$ cat src/rtl/tpa_pkg.sv
// Package for the temporal period aggregator: payload types, register
// indexes, period codes and shared constants. No dependencies.
package tpa_pkg;

   localparam int CellsDefault = 1024;
   localparam int CountBitsDefault = 16;
   localparam int SumBits = 48;

   localparam logic [1:0] CsrAggregateMode = 2'd0;
   localparam logic [1:0] CsrPeriodStep = 2'd1;
   localparam logic [1:0] CsrMissingValue = 2'd2;
   localparam logic [1:0] CsrActiveCells = 2'd3;

   localparam logic [1:0] StepDay = 2'd0;
   localparam logic [1:0] StepMonth = 2'd1;

   typedef struct packed {
      logic               mode;
      logic [9:0]         cell_index;
      logic signed [31:0] sample_value;
      logic [13:0]        year;
      logic [3:0]         month;
      logic [4:0]         day;
   } req_type;

   typedef struct packed {
      logic [9:0]         out_cell;
      logic signed [31:0] out_value;
      logic               was_empty;
      logic [13:0]        period_year;
      logic [3:0]         period_month;
      logic [4:0]         period_day;
      logic               last;
   } rsp_type;

   typedef struct packed {
      logic        start;
      logic [47:0] mag;
      logic [31:0] mult;
      logic        neg;
   } div_cmd_type;

endpackage

$ cat src/rtl/tpa_divider.sv
// Shared iterative unit for the temporal period aggregator: unsigned restoring
// division of an 80-bit product by a count, one quotient bit per cycle,
// preceded by a shift-add multiply, 16 bits per cycle. Depends on tpa_pkg.
module tpa_divider #(
   parameter int COUNT_BITS = tpa_pkg::CountBitsDefault
) (
   input  logic                    clock,
   input  logic                    reset,
   input  tpa_pkg::div_cmd_type    cmd,
   input  logic [COUNT_BITS-1:0]   divisor,
   output logic                    done,
   output logic [31:0]             result
);
   import tpa_pkg::*;

   localparam int PW = SumBits + 32;
   localparam int DW = COUNT_BITS + 1;

   typedef enum logic [3:0] {
      S_IDLE = 4'b0001,
      S_MUL  = 4'b0010,
      S_DIV  = 4'b0100,
      S_FIN  = 4'b1000
   } state_type;

   state_type           state_ff, state_in;
   logic [PW-1:0]       prod_ff, prod_in;
   logic [31:0]         mult_ff, mult_in;
   logic [6:0]          cnt_ff, cnt_in;
   logic [DW-1:0]       rem_ff, rem_in;
   logic [PW-1:0]       quo_ff, quo_in;
   logic                neg_ff, neg_in;
   logic [DW-1:0]       trial;
   logic [DW:0]         diff;
   logic [PW-1:0]       mag_ext;
   logic [31:0]         cap;

   always_comb begin
      mag_ext = {{(PW-SumBits){1'b0}}, cmd.mag};
      trial = {rem_ff[DW-2:0], quo_ff[PW-1]};
      diff = {1'b0, trial} - {2'b00, divisor};
      cap = neg_ff ? 32'h8000_0000 : 32'h7FFF_FFFF;
      state_in = state_ff;
      prod_in = prod_ff;
      mult_in = mult_ff;
      cnt_in = cnt_ff;
      rem_in = rem_ff;
      quo_in = quo_ff;
      neg_in = neg_ff;
      unique case (state_ff)
         S_IDLE: begin
            if (cmd.start) begin
               prod_in = '0;
               mult_in = cmd.mult;
               quo_in = mag_ext;
               neg_in = cmd.neg;
               cnt_in = 7'd0;
               state_in = S_MUL;
            end
         end
         S_MUL: begin
            prod_in = prod_ff + ((quo_ff * PW'(mult_ff[15:0])) << (cnt_ff[0] ? 16 : 0));
            mult_in = {16'd0, mult_ff[31:16]};
            cnt_in = cnt_ff + 7'd1;
            if (cnt_ff[0]) begin
               state_in = S_DIV;
               cnt_in = 7'd0;
               rem_in = '0;
               quo_in = prod_in + PW'(divisor >> 1);
            end
         end
         S_DIV: begin
            if (!diff[DW]) begin
               rem_in = diff[DW-1:0];
               quo_in = {quo_ff[PW-2:0], 1'b1};
            end else begin
               rem_in = trial;
               quo_in = {quo_ff[PW-2:0], 1'b0};
            end
            cnt_in = cnt_ff + 7'd1;
            if (cnt_ff == 7'(PW - 1)) state_in = S_FIN;
         end
         S_FIN: state_in = S_IDLE;
         default: state_in = S_IDLE;
      endcase
   end

   always_ff @(posedge clock) begin
      if (reset) begin
         state_ff <= S_IDLE;
      end else begin
         state_ff <= state_in;
      end
      prod_ff <= prod_in;
      mult_ff <= mult_in;
      cnt_ff <= cnt_in;
      rem_ff <= rem_in;
      quo_ff <= quo_in;
      neg_ff <= neg_in;
   end

   // Half the divisor is added to the dividend, which rounds to nearest.
   always_comb begin
      done = (state_ff == S_FIN);
      if (quo_ff > PW'(cap)) result = neg_ff ? 32'h8000_0000 : 32'h7FFF_FFFF;
      else result = neg_ff ? 32'd0 - quo_ff[31:0] : quo_ff[31:0];
   end

   always_ff @(posedge clock) begin
      if (!reset && done) assert ($past(state_ff) == S_DIV)
         else $error("divider finished without dividing");
   end

   property p_start_idle;
      @(posedge clock) disable iff (reset) cmd.start |-> state_ff == S_IDLE;
   endproperty
   a_start_idle: assert property (p_start_idle) else $error("start while busy");

   property p_done_once;
      @(posedge clock) disable iff (reset) done |=> !done;
   endproperty
   a_done_once: assert property (p_done_once) else $error("done held");

endmodule
$ cat config.mk
export PLATFORM = sky130hd
export DESIGN_NAME = tpa_divider
export DESIGN_NICKNAME = d
export VERILOG_FILES = /design/src/rtl/tpa_pkg.sv /design/src/rtl/tpa_divider.sv
export SDC_FILE = /design/constraint.sdc
export NUM_CORES = 2
export LEC_CHECK = 0
export BUFFER_PORTS_ARGS = -buffer_cell sky130_fd_sc_hd__clkbuf_2
export CORE_ASPECT_RATIO = 1.2
export CORE_MARGIN = 3
export CORE_UTILIZATION = 56
export CTS_CLUSTER_SIZE = 10
export DETAILED_ROUTE_END_ITERATION = 7
export PLACE_DENSITY = 0.73
export SLEW_MARGIN = 20
export SYNTH_ARGS = -nofsm -noshare
export SYNTH_HDL_FRONTEND = slang
export SYNTH_SLANG_ARGS = --single-unit
$ cat constraint.sdc
create_clock -name clock -period 24.8 [get_ports clock]
set_input_delay 4.96 -clock clock [delete_from_list [all_inputs] [get_ports clock]]
set_output_delay 4.96 -clock clock [all_outputs]
set_load 0.05 [all_outputs]
==> results.py <==
metrics = {
    "clock_network": {
        "cts.sinks": 220,
        "ctsRootBufferMaster": "clkbuf_16",
        "cts_made_buffers": 26,
        "cts.repair.resized": 0,
        "clk_pin_slew_ns": 0.07,
        "clockBufferDepth": 3,
        "cts_setup_buffers": 0,
        "htreeDepth": 1,
        "cts_tree": "built",
        "hold_buffers": 0,
        "clkLatencyLatePin_ns": 0.58,
    },
    "final_layout": {
        "seq_area_um2": 6570,
        "nFillCells": 8333,
        "syn_to_final_growth_pct": 4.29,
        "layout-drive-gt1-share": 0.0500,
        "final_nets": 7523,
        "multi_input_area_um2": 41700,
    },
    "synthesis": {
        "synth_edf_count": 216,
        "synthAdderAreaFrac": 0.429,
        "synth.avg_cell_area_um2": 8.51,
        "synth-main-ff-cell": "edfxtp_1",
        "synthArstFlopShare": 0,
        "netlist_top_cells_count": "1135 x nand2_1, 1059 x inv_1, 979 x fa_1",
        "synth_most_common_cell": "nand2_1",
        "synth-seq-cells": 220,
        "yosysTopAreaCellShare": 0.366,
        "synth_mux_area_frac": 0.00698,
        "synth_area_um2": 53600,
        "ys_types": 85,
        "yosys-top-cells-area": "fa_1 37%, edfxtp_1 12%, nand2_1 8.0%",
        "synth_xor_area_frac": 0.0408,
        "syn-num-nets": 7648,
        "yosysTopAreaCell": "fa_1",
        "synth-compound-area-share": 0.107,
        "synth_top_family_by_area": "adder cells",
        "syn_inst": 6298,
        "ys_seq_area_frac": 0.123,
        "yosys.area_share.simple": 0.193,
        "yosys_warnings": 0,
    },
    "route": {
        "ant_nets": 0,
        "firstDrtPassIters": 5,
        "finalWirelength_um": 169000,
        "wl_per_cell_um": 22.7,
        "num_vias": 45100,
        "drc": 0,
        "drt_iter0_markers": 4517,
        "via_per_inst": 6.06,
    },
    "floorplanning": {
        "die-area_um2": 99400,
        "fp.dieH_um": 345,
        "io_pins": 133,
        "start_util": 0.568,
        "rows": 123,
        "die_w_um": 288,
        "core_area_um2": 94300,
    },
    "status": {
        "outcome": "finished clean",
    },
    "critical_path": {
        "cp-start-kind": "flop",
        "regToRegEndpoint": "quo_ff[77]",
        "worst_path_most_repeated_cell": "fa_1",
        "r2r-start": "mult_ff[10]",
        "cp-end-kind": "flop",
        "critPathKind": "flop to flop",
        "worstPathMaxFanout": 47,
        "slowest_stage": "edfxtp_1",
        "reg2reg_depth": 40,
        "critical_path_required_ns": 25.07,
        "rrSetupSlack_ns": 11.27,
        "crit_path_start": "mult_ff[10]",
        "endpoint": "quo_ff[77]",
        "crit_path_max_incr_delay_ns": 1.03,
        "crit_arrival_ns": 13.80,
    },
    "timing": {
        "clock.fmax_mhz": 73.9,
        "period_minus_slack_ns": 13.53,
        "setup_tns_ns": 0,
        "worst_pin_slew_ns": 1.25,
        "slew_headroom": 0.166,
        "finalHoldViolCount": 0,
        "slew_violations": 0,
        "rsz0062_at_grt": "false",
        "skew_ns": 0.0229,
        "final-setup-viol-count": 0,
        "fin_crit_sh": 0.546,
    },
    "global_route": {
        "grt_max_degree": 81,
        "overflow": 0,
        "grt_pass1_wl_um": 265000,
        "antenna_found_initial": 8,
        "track_usage": 0.346,
        "grt_pass1_vias": 46600,
    },
    "placed_design": {
        "portBuffers": 132,
        "place_congestion": 1.01,
        "dp_hpwl_um": 127000,
    },
    "min_path": {
        "holdCritStartpoint": "mult_ff[29]",
        "holdCritPathClass": "flop to flop",
    },
    "flow_run": {
        "drv_cap": 0,
    },
}
[critical path: cells and delay by family, from the launching register on]
family / cells / cell delay (ns)
buf+inv: 5 / 1.11
compound gates: 14 / 3.46
xor+xnor: 2 / 0.49
flops: 1 / 1.03
fa+ha+maj: 8 / 3.89
simple gates: 11 / 3.13
[kinds of logic (layout without fill, tap and decap cells)]
logic type | after synthesis | count (layout)
and+or+nand+nor | 2203 | 2203
adders and majority gates | 1250 | 1250
other | 0 | 3
AOI/OAI and AO/OA | 906 | 906
buffers and inverters | 1435 | 1319
xor gates and xnor gates | 248 | 248
DFF | 220 | 220
muxes | 36 | 36
[worst min path at each step]
stage                             end  slack, ns  cells after the start
after detailed placement  mult_ff[12]       0.50                      2
final                     mult_ff[13]       0.49                      2
after floorplan            mult_ff[0]       0.48                      2
after CTS                 mult_ff[13]       0.50                      2
after global placement    mult_ff[15]       0.49                      2
after global routing      mult_ff[13]       0.51                      2
[cell type report]
cell class / instances / area share
well taps: 1250 / 0.0280
clock inverters: 1 / 0.0000896
flip-flops and latches: 220 / 0.118
clock buffers: 36 / 0.0131
inverters: 1059 / 0.0712
diodes: 3 / 0.000134
repair buffers: 223 / 0.0242
multi-input cells: 4643 / 0.746
[flip-flops by register name, indices dropped and copies added, names as in the netlist]
signal and count:
neg_ff 1, cnt_ff 7, mult_ff 32, quo_ff 80, rem_ff 16, state_ff 4
prod_ff 80
[metrics by stage]
stage | utilization | instances | cell area [um2] | setup WS, ns | hold WS [ns]
floorplan | - | 6298 | 53600 | 13.72 | 0.484
global placement | 0.584 | 7394 | 55100 | 11.66 | 0.490
detailed placement | 0.584 | 7394 | 55100 | 11.52 | 0.502
CTS | 0.592 | 7431 | 55800 | 11.45 | 0.499
global route | 0.592 | 7432 | 55900 | 10.42 | 0.512
finish | 0.592 | 7435 | 55900 | 11.27 | 0.488
[placed cells by master, fill, tap and decap left out, types with 13 or more instances in the layout]
master / count
xnor2_1: 151
o21ai_0: 258
or3_1: 27
nor3_1: 65
and2_1: 405
edfxtp_1: 216
clkbuf_16: 27
o311ai_0: 33
o211ai_1: 14
o31ai_1: 18
o21bai_1: 30
nand4_1: 55
a21o_1: 99
buf_4: 90
ha_1: 271
or2_2: 14
nand2_1: 1134
fa_1: 979
clkbuf_2: 132
mux2i_1: 25
nand2b_1: 27
a21oi_1: 226
a211oi_1: 26
inv_1: 1058
nand3_1: 58
a31oi_1: 29
nor2_1: 242
o21a_1: 29
and3_1: 28
a22oi_1: 47
nor4_1: 33
nor2b_1: 52
nor3b_1: 13
xor2_1: 96
[routing by layer]
layer  track usage  share of wire
met1         0.460           0.38
met2         0.542           0.45
met3        0.0692           0.11
met4         0.177          0.060
met5             0        0.00032
Power is not shown: default switching activity piles up to over one toggle a cycle in this logic, so the estimate is an artifact.
